### src/rtl/cfhp_pkg.sv
// ============================================================================
// cfhp_pkg
// Shared types and constants for the colon fragment header parser.
// ============================================================================
`default_nettype none

package cfhp_pkg;

    // default configuration
    localparam int HEADER_LIMIT_DEF = 100;
    localparam int MAX_PAYLOAD_DEF  = 1024;

    // fixed field widths
    localparam int BYTE_W  = 8;
    localparam int COUNT_W = 16;
    localparam int SIZE_W  = 11;
    localparam int KIND_W  = 2;
    localparam int TDATA_W = 56;

    // separator character and saturation ceiling of the count fields
    localparam logic [BYTE_W-1:0]  SEP_CHAR  = 8'h3A;
    localparam logic [COUNT_W-1:0] COUNT_SAT = 16'hFFFF;

    // result kinds
    typedef enum logic [KIND_W-1:0] {
        KIND_NAME    = 2'd0,
        KIND_HEADER  = 2'd1,
        KIND_PAYLOAD = 2'd2,
        KIND_ERROR   = 2'd3
    } kind_t;

    // header field being parsed
    typedef enum logic [2:0] {
        FIELD_TOTAL   = 3'd0,
        FIELD_FRAG    = 3'd1,
        FIELD_SIZE    = 3'd2,
        FIELD_NAME    = 3'd3,
        FIELD_PAYLOAD = 3'd4
    } field_t;

    // one result item
    typedef struct packed {
        kind_t                kind;
        logic [BYTE_W-1:0]    out_byte;
        logic [COUNT_W-1:0]   total_frags;
        logic [COUNT_W-1:0]   frag_number;
        logic [SIZE_W-1:0]    payload_size;
        logic                 final_fragment;
        logic                 last;
    } result_t;

    // decimal accumulate: acc * 10 + digit, clamped at cap
    function automatic logic [COUNT_W-1:0] sat_accum(
        input logic [COUNT_W-1:0] acc,
        input logic [3:0]         digit,
        input logic [COUNT_W-1:0] cap
    );
        logic [COUNT_W+3:0] v;
        v = ({4'd0, acc} << 3) + ({4'd0, acc} << 1) + {{COUNT_W{1'b0}}, digit};
        return (v > {4'd0, cap}) ? cap : v[COUNT_W-1:0];
    endfunction

endpackage

`default_nettype wire

### src/rtl/cfhp_parser.sv
// ============================================================================
// cfhp_parser
// Parse state and single-pass result logic; state advances once per request.
// ============================================================================
`default_nettype none

module cfhp_parser #(
    parameter int HEADER_LIMIT = cfhp_pkg::HEADER_LIMIT_DEF,
    parameter int MAX_PAYLOAD  = cfhp_pkg::MAX_PAYLOAD_DEF
) (
    input  wire logic                        clk,
    input  wire logic                        rst_n,
    input  wire logic                        item_valid,
    input  wire logic                        first_byte,
    input  wire logic [cfhp_pkg::BYTE_W-1:0] byte_value,
    output logic                             res_valid,
    output cfhp_pkg::result_t                res
);

    import cfhp_pkg::*;

    localparam int POS_W = $clog2(HEADER_LIMIT);
    localparam logic [POS_W-1:0]   POS_LAST = POS_W'(HEADER_LIMIT - 1);
    localparam logic [COUNT_W-1:0] SIZE_CAP = COUNT_W'(MAX_PAYLOAD);

    field_t             field_reg,  field_next;
    logic [COUNT_W-1:0] total_reg,  total_next;
    logic [COUNT_W-1:0] frag_reg,   frag_next;
    logic [SIZE_W-1:0]  size_reg,   size_next;
    logic               stop_reg,   stop_next;
    logic [POS_W-1:0]   pos_reg,    pos_next;
    logic [SIZE_W-1:0]  remain_reg, remain_next;
    logic               done_reg,   done_next;

    // state seen by this byte, after a possible restart
    field_t             field_cur;
    logic [COUNT_W-1:0] total_cur;
    logic [COUNT_W-1:0] frag_cur;
    logic [SIZE_W-1:0]  size_cur;
    logic               stop_cur;
    logic [POS_W-1:0]   pos_cur;
    logic [SIZE_W-1:0]  remain_cur;
    logic               done_cur;
    logic [SIZE_W-1:0]  remain_dec;
    logic               is_digit;
    logic [COUNT_W-1:0] size_acc;

    // restart on the first byte of a datagram
    always_comb
    begin
        if (first_byte)
        begin
            field_cur  = FIELD_TOTAL;
            total_cur  = '0;
            frag_cur   = '0;
            size_cur   = '0;
            stop_cur   = 1'b0;
            pos_cur    = '0;
            remain_cur = '0;
            done_cur   = 1'b0;
        end
        else
        begin
            field_cur  = field_reg;
            total_cur  = total_reg;
            frag_cur   = frag_reg;
            size_cur   = size_reg;
            stop_cur   = stop_reg;
            pos_cur    = pos_reg;
            remain_cur = remain_reg;
            done_cur   = done_reg;
        end
    end

    assign is_digit   = byte_value inside {[8'h30:8'h39]};
    assign remain_dec = (remain_cur != '0) ? remain_cur - 1'b1 : remain_cur;
    assign size_acc   = sat_accum({{(COUNT_W-SIZE_W){1'b0}}, size_cur},
                                  byte_value[3:0], SIZE_CAP);

    // next state and result for one byte
    always_comb
    begin
        field_next  = field_cur;
        total_next  = total_cur;
        frag_next   = frag_cur;
        size_next   = size_cur;
        stop_next   = stop_cur;
        pos_next    = pos_cur;
        remain_next = remain_cur;
        done_next   = done_cur;
        res_valid   = 1'b0;
        res         = '0;

        if (done_cur)
        begin
            // idle byte between datagrams
        end
        else if (field_cur == FIELD_PAYLOAD)
        begin
            res_valid     = 1'b1;
            res.kind      = KIND_PAYLOAD;
            res.out_byte  = byte_value;
            remain_next   = remain_dec;
            if (remain_dec == '0)
            begin
                res.last  = 1'b1;
                done_next = 1'b1;
            end
        end
        else if (byte_value == SEP_CHAR)
        begin
            stop_next = 1'b0;
            if (pos_cur < POS_LAST)
                pos_next = pos_cur + 1'b1;
            case (field_cur)
                FIELD_TOTAL: field_next = FIELD_FRAG;
                FIELD_FRAG:  field_next = FIELD_SIZE;
                FIELD_SIZE:  field_next = FIELD_NAME;
                default:
                begin
                    // fourth separator closes the header
                    field_next         = FIELD_PAYLOAD;
                    res_valid          = 1'b1;
                    res.kind           = KIND_HEADER;
                    res.total_frags    = total_cur;
                    res.frag_number    = frag_cur;
                    res.payload_size   = size_cur;
                    res.final_fragment = (total_cur == frag_cur);
                    remain_next        = size_cur;
                    if (size_cur == '0)
                    begin
                        res.last  = 1'b1;
                        done_next = 1'b1;
                    end
                end
            endcase
        end
        else if (pos_cur >= POS_LAST)
        begin
            // header too long
            res_valid = 1'b1;
            res.kind  = KIND_ERROR;
            res.last  = 1'b1;
            done_next = 1'b1;
        end
        else
        begin
            pos_next = pos_cur + 1'b1;
            if (field_cur == FIELD_NAME)
            begin
                res_valid    = 1'b1;
                res.kind     = KIND_NAME;
                res.out_byte = byte_value;
            end
            else if (!stop_cur && is_digit)
            begin
                case (field_cur)
                    FIELD_TOTAL: total_next = sat_accum(total_cur, byte_value[3:0], COUNT_SAT);
                    FIELD_FRAG:  frag_next  = sat_accum(frag_cur, byte_value[3:0], COUNT_SAT);
                    default:     size_next  = size_acc[SIZE_W-1:0];
                endcase
            end
            else
            begin
                stop_next = 1'b1;
            end
        end
    end

    // parse state registers
    always_ff @(posedge clk or negedge rst_n)
    begin
        if (!rst_n)
        begin
            field_reg  <= FIELD_TOTAL;
            total_reg  <= '0;
            frag_reg   <= '0;
            size_reg   <= '0;
            stop_reg   <= 1'b0;
            pos_reg    <= '0;
            remain_reg <= '0;
            done_reg   <= 1'b1;
        end
        else if (item_valid)
        begin
            field_reg  <= field_next;
            total_reg  <= total_next;
            frag_reg   <= frag_next;
            size_reg   <= size_next;
            stop_reg   <= stop_next;
            pos_reg    <= pos_next;
            remain_reg <= remain_next;
            done_reg   <= done_next;
        end
    end

    // an error result carries nothing but its kind and last flag
    assert property (@(posedge clk) disable iff (!rst_n)
        (res_valid && res.kind == KIND_ERROR) |->
        (res.last && res.out_byte == '0 && res.payload_size == '0))
        else $error("error result with payload fields set");

    // header size never exceeds capacity
    assert property (@(posedge clk) disable iff (!rst_n)
        (res_valid && res.kind == KIND_HEADER) |->
        ({{(COUNT_W-SIZE_W){1'b0}}, res.payload_size} <= SIZE_CAP))
        else $error("payload size above capacity");

    // while payload is open there are bytes left to take
    assert property (@(posedge clk) disable iff (!rst_n)
        (field_reg == FIELD_PAYLOAD && !done_reg) |-> (remain_reg != '0))
        else $error("payload open with no bytes remaining");

    // header position stays within the limit
    assert property (@(posedge clk) disable iff (!rst_n)
        pos_reg <= POS_LAST)
        else $error("header position beyond limit");

endmodule

`default_nettype wire

### src/rtl/colon_fragment_header_parser_top.sv
// ============================================================================
// colon_fragment_header_parser_top
// Byte stream parser for total:frag:size:name:data datagrams.
// ============================================================================
// input request to result passes through the input register, then the result register
// throughput: one byte per cycle unless stalled; each byte gives zero or one result
// the parse step between the two registers is a single combinational pass
// reset: asynchronous, active low; parser waits for a first-byte marker
`default_nettype none

module colon_fragment_header_parser_top #(
    parameter int HEADER_LIMIT = cfhp_pkg::HEADER_LIMIT_DEF,
    parameter int MAX_PAYLOAD  = cfhp_pkg::MAX_PAYLOAD_DEF
) (
    input  wire logic                         clk,
    input  wire logic                         rst_n,
    input  wire logic                         s_tvalid,
    output logic                              s_tready,
    input  wire logic [cfhp_pkg::BYTE_W-1:0]  s_tdata,   // byte_value
    input  wire logic                         s_tuser,   // first_byte
    output logic                              m_tvalid,
    input  wire logic                         m_tready,
    output logic [cfhp_pkg::TDATA_W-1:0]      m_tdata,   // out_byte, total_frags,
                                                         // frag_number, payload_size,
                                                         // final_fragment, zero pad
    output logic [cfhp_pkg::KIND_W-1:0]       m_tuser,   // kind
    output logic                              m_tlast    // last
);

    import cfhp_pkg::*;

    logic              in_valid_reg;
    logic [BYTE_W-1:0] in_byte_reg;
    logic              in_first_reg;
    logic              out_valid_reg, out_valid_next;
    result_t           out_reg;
    logic              advance;
    logic              res_valid;
    result_t           res;

    // input request moves on when the result register is free or being emptied
    assign advance  = in_valid_reg && (!out_valid_reg || m_tready);
    assign s_tready = !in_valid_reg || advance;

    // input register
    always_ff @(posedge clk or negedge rst_n)
    begin
        if (!rst_n)
        begin
            in_valid_reg <= 1'b0;
        end
        else if (s_tready)
        begin
            in_valid_reg <= s_tvalid;
        end
    end

    always_ff @(posedge clk)
    begin
        if (s_tready && s_tvalid)
        begin
            in_byte_reg  <= s_tdata;
            in_first_reg <= s_tuser;
        end
    end

    cfhp_parser #(
        .HEADER_LIMIT (HEADER_LIMIT),
        .MAX_PAYLOAD  (MAX_PAYLOAD)
    ) u_parser (
        .clk        (clk),
        .rst_n      (rst_n),
        .item_valid (advance),
        .first_byte (in_first_reg),
        .byte_value (in_byte_reg),
        .res_valid  (res_valid),
        .res        (res)
    );

    // result register
    always_comb
    begin
        if (advance)
            out_valid_next = res_valid;
        else if (m_tready)
            out_valid_next = 1'b0;
        else
            out_valid_next = out_valid_reg;
    end

    always_ff @(posedge clk or negedge rst_n)
    begin
        if (!rst_n)
        begin
            out_valid_reg <= 1'b0;
        end
        else
        begin
            out_valid_reg <= out_valid_next;
        end
    end

    always_ff @(posedge clk)
    begin
        if (advance && res_valid)
        begin
            out_reg <= res;
        end
    end

    // output packing
    assign m_tvalid = out_valid_reg;
    assign m_tuser  = out_reg.kind;
    assign m_tlast  = out_reg.last;
    assign m_tdata  = {4'd0, out_reg.final_fragment, out_reg.payload_size,
                       out_reg.frag_number, out_reg.total_frags, out_reg.out_byte};

    // an empty input stage always takes a request
    assert property (@(posedge clk) disable iff (!rst_n)
        !in_valid_reg |-> s_tready)
        else $error("input stage empty but not ready");

    // a pending result blocked downstream holds the input stage
    assert property (@(posedge clk) disable iff (!rst_n)
        (in_valid_reg && out_valid_reg && !m_tready) |-> !s_tready)
        else $error("input taken while result stalled");

    // a stalled result is not overwritten
    assert property (@(posedge clk) disable iff (!rst_n)
        (out_valid_reg && !m_tready) |=> (out_valid_reg && $stable(m_tdata)))
        else $error("stalled result changed");

endmodule

`default_nettype wire
### config.mk
export PLATFORM = sky130hd
export DESIGN_NAME = colon_fragment_header_parser_top
export DESIGN_NICKNAME = d
export VERILOG_FILES = /design/src/rtl/cfhp_pkg.sv /design/src/rtl/cfhp_parser.sv /design/src/rtl/colon_fragment_header_parser_top.sv
export SDC_FILE = /design/constraint.sdc
export NUM_CORES = 1
export LEC_CHECK = 0
export BUFFER_PORTS_ARGS = -buffer_cell sky130_fd_sc_hd__buf_4
export CAP_MARGIN = 30
export CORE_MARGIN = 3
export CORE_UTILIZATION = 61
export CTS_BUF_LIST = sky130_fd_sc_hd__clkbuf_16
export DETAILED_ROUTE_END_ITERATION = 16
export MAX_ROUTING_LAYER = met4
export PLACE_DENSITY = 0.81
export SYNTH_ARGS = -nofsm -noshare
export SYNTH_HDL_FRONTEND = slang
export SYNTH_SLANG_ARGS = --single-unit
### constraint.sdc
create_clock -name clk -period 5.22 [get_ports clk]
set_clock_uncertainty 0.1 [all_clocks]
set_input_delay 0 -clock clk [delete_from_list [all_inputs] [get_ports clk]]
set_output_delay 0 -clock clk [all_outputs]
set_load 0.03 [all_outputs]
==> metrics <==
outcome complete, no violations; max cap viols 0; Top Family by Delay on Critical Path compound AO/OA/AOI/OAI gates; wire per inst 19.9 µm; post-synth top area share 0.209; actual slew at the worst max-slew pin 0.929 ns; gr usage total 0.302; Mapped Avg Cell Area 9.63 µm²; Yosys top cell by area edfxtp_1; Inserted Diodes 0; Layout Utilization 0.718; synth top area cells edfxtp_1, dfrtp_1, ha_1; number of buffers added on ports about 70; Crit Path Max Fanout 20; Die Ht approximately 130 µm; crit-path max cell delay around 0.5 ns; final hold slack around 0.14 ns; Starting Density 0.627; most numerous cell in the Yosys netlist ha_1; setup repair after global routing missed its margin no; worst-skew pair later-pin latency ~0.42 ns; Primary FF master, synth dfrtp_1; fin crit share 0.824; GPL Wtd Cong between 0.9 and 1; crit path kind reg -> reg; Overflow after GRT 0; first-pass GRT wire length between 30,000 and 40,000 µm; Post-synth EDFFs 64; setup_tns 0 ns; VDD IR-drop max 249 µV; post-CTS sizing 0; Max H-tree Level 4; final WL roughly 24,000 µm; Slowest-stage cell, CP inv_1; Final Critical Period between 4 and 5 ns; CTS hold repair buffers 13; initial antenna violation count 0; post-CTS setup buffers 0; yosys warns 0; die width 129 µm; cell count after synthesis ~950; total number of vias around 8,000; Max-Slew Margin vs Limit 0.380; Fmax 233 MHz; power density cells around 230 nW/µm²; Top Ports 74; vias in the first global route 7,405; Core Region between 10,000 and 15,000 µm²; Detail Placement HPWL approximately 17,000 µm; ys async rst share 0.515; DRC Markers 0; crit path cell chain inv_1 -> nand2_1 -> xnor2_1 -> ha_1 -> fa_1 -> a211o_1 -> o211ai_1 -> a21o_1 -> a21oi_1 -> nor4_1 -> o221ai_2 -> and2_4 -> a221o_1; WP buf/inv 1; Hold Violations, Final 0; post-route ant nets 0; Root Driver clkbuf_16; Clock Sinks 132; Die ar. 16,600 µm²; Setup crit start kind flop; WP depth 13; post-synth cell types 89; Final Setup Violations 0; register area share after synthesis 0.395; largest net degree at the start of global routing 72; commonest cells in the netlist ha_1, nand2_1, a21oi_1; min-delay worst type in -> async; Nets around 1,100; Pre-Repair DR Iteration Count 6; leakage 4.83 nW; max FFs per register 52; worst-case clock buffer depth 2; Mapped Area 9180 µm²; FF-to-FF path depth 13; Slew Limit Fails 0; Worst Path Arrival 4.50 ns; area growth from synthesis to final layout 14.6%; clk slew on worst S/H paths 0.06 ns; worst endpoint required time 5.42 ns; drt first-iter violations about 1,100; share of cells above drive strength 1 0.132; row count 44; vias per inst around 6.6; Inserted Clock Buffers 17; Seq cells post-synth 132; CP Capture Type flop; CTS tree yes
## layout make-up
class | instances | area, µm²
clock buffers | 17 | 425
clock inverters | 15 | 128
fillers | 1075 | 4120
inverters | 25 | 93.8
multi-input cells | 755 | 5280
flip-flops and latches | 132 | 3620
well taps | 184 | 230
repair buffers | 91 | 741
## power breakdown
part / switching, mW / internal [mW] / leakage [nW] / total (mW)
sequential: 0.0255 / 1.11 / 1.48 / 1.13
combinational: 0.103 / 0.0561 / 3.08 / 0.159
clock: 0.448 / 0.687 / 0.262 / 1.13
## logic make-up (layout without fill, tap and decap cells)
family	after synthesis	after routing	share of synthesized area
compound gates	291	291	0.220
xor+xnor	42	42	0.0401
fa+ha+maj	89	89	0.125
buf+inv	69	148	0.0327
flops	132	132	0.395
mux	6	6	0.00668
other cells	1	4	0.000408
simple gates	323	323	0.181
## worst paths after layout
kind,slack (ns),start,to
min in group clk,0.20,s_tdata[5],in_byte_reg[5]$_DFFE_PP_
min,0.14,rst_n,u_parser.total_reg[11]$_DFFE_PN0P_
max,0.92,in_first_reg$_DFFE_PP_,u_parser.total_reg[11]$_DFFE_PN0P_
max in group asynchronous,4.24,rst_n,u_parser.pos_reg[4]$_DFFE_PN0P_
min reg2reg,0.39,u_parser.total_reg[13]$_DFFE_PN0P_,u_parser.total_reg[13]$_DFFE_PN0P_
max reg2reg,0.92,in_first_reg$_DFFE_PP_,u_parser.total_reg[11]$_DFFE_PN0P_
## per-layer routing
metal | wire (µm) | track usage | up-vias
met3 | 2260 | 0.0631 | 54
met5 | 0 | - | -
met4 | 535 | 0.0926 | 0
met1 | 10700 | 0.435 | 3891
met2 | 10700 | 0.432 | 439
li1 | - | - | 3701
## through the flow
stage / worst slack, ns / std cells / power [mW] / instance area, µm²
after floorplan: 0.404 / 956 / 1.24 / 9190
after global placement: 1.08 / 1172 / 1.29 / 9820
after detailed placement: 0.967 / 1173 / 1.30 / 9830
after CTS: 0.939 / 1218 / 2.43 / 10500
after global routing: 0.580 / 1219 / 2.50 / 10500
final: 0.919 / 1219 / 2.43 / 10500
## cells in the final DEF (no fill, tap or decap), drive strengths merged, types with 17 or more instances in the layout
| cell type | instances |
|---|---|
| inv | 28 |
| ha | 85 |
| xnor2 | 22 |
| nor2 | 71 |
| buf | 78 |
| xor2 | 20 |
| nor2b | 36 |
| clkbuf | 17 |
| nand2 | 81 |
| a21oi | 75 |
| and2 | 42 |
| o21ai | 65 |
| dfrtp | 67 |
| edfxtp | 64 |
| nor3 | 21 |
Power figures use the tool's default switching activity.
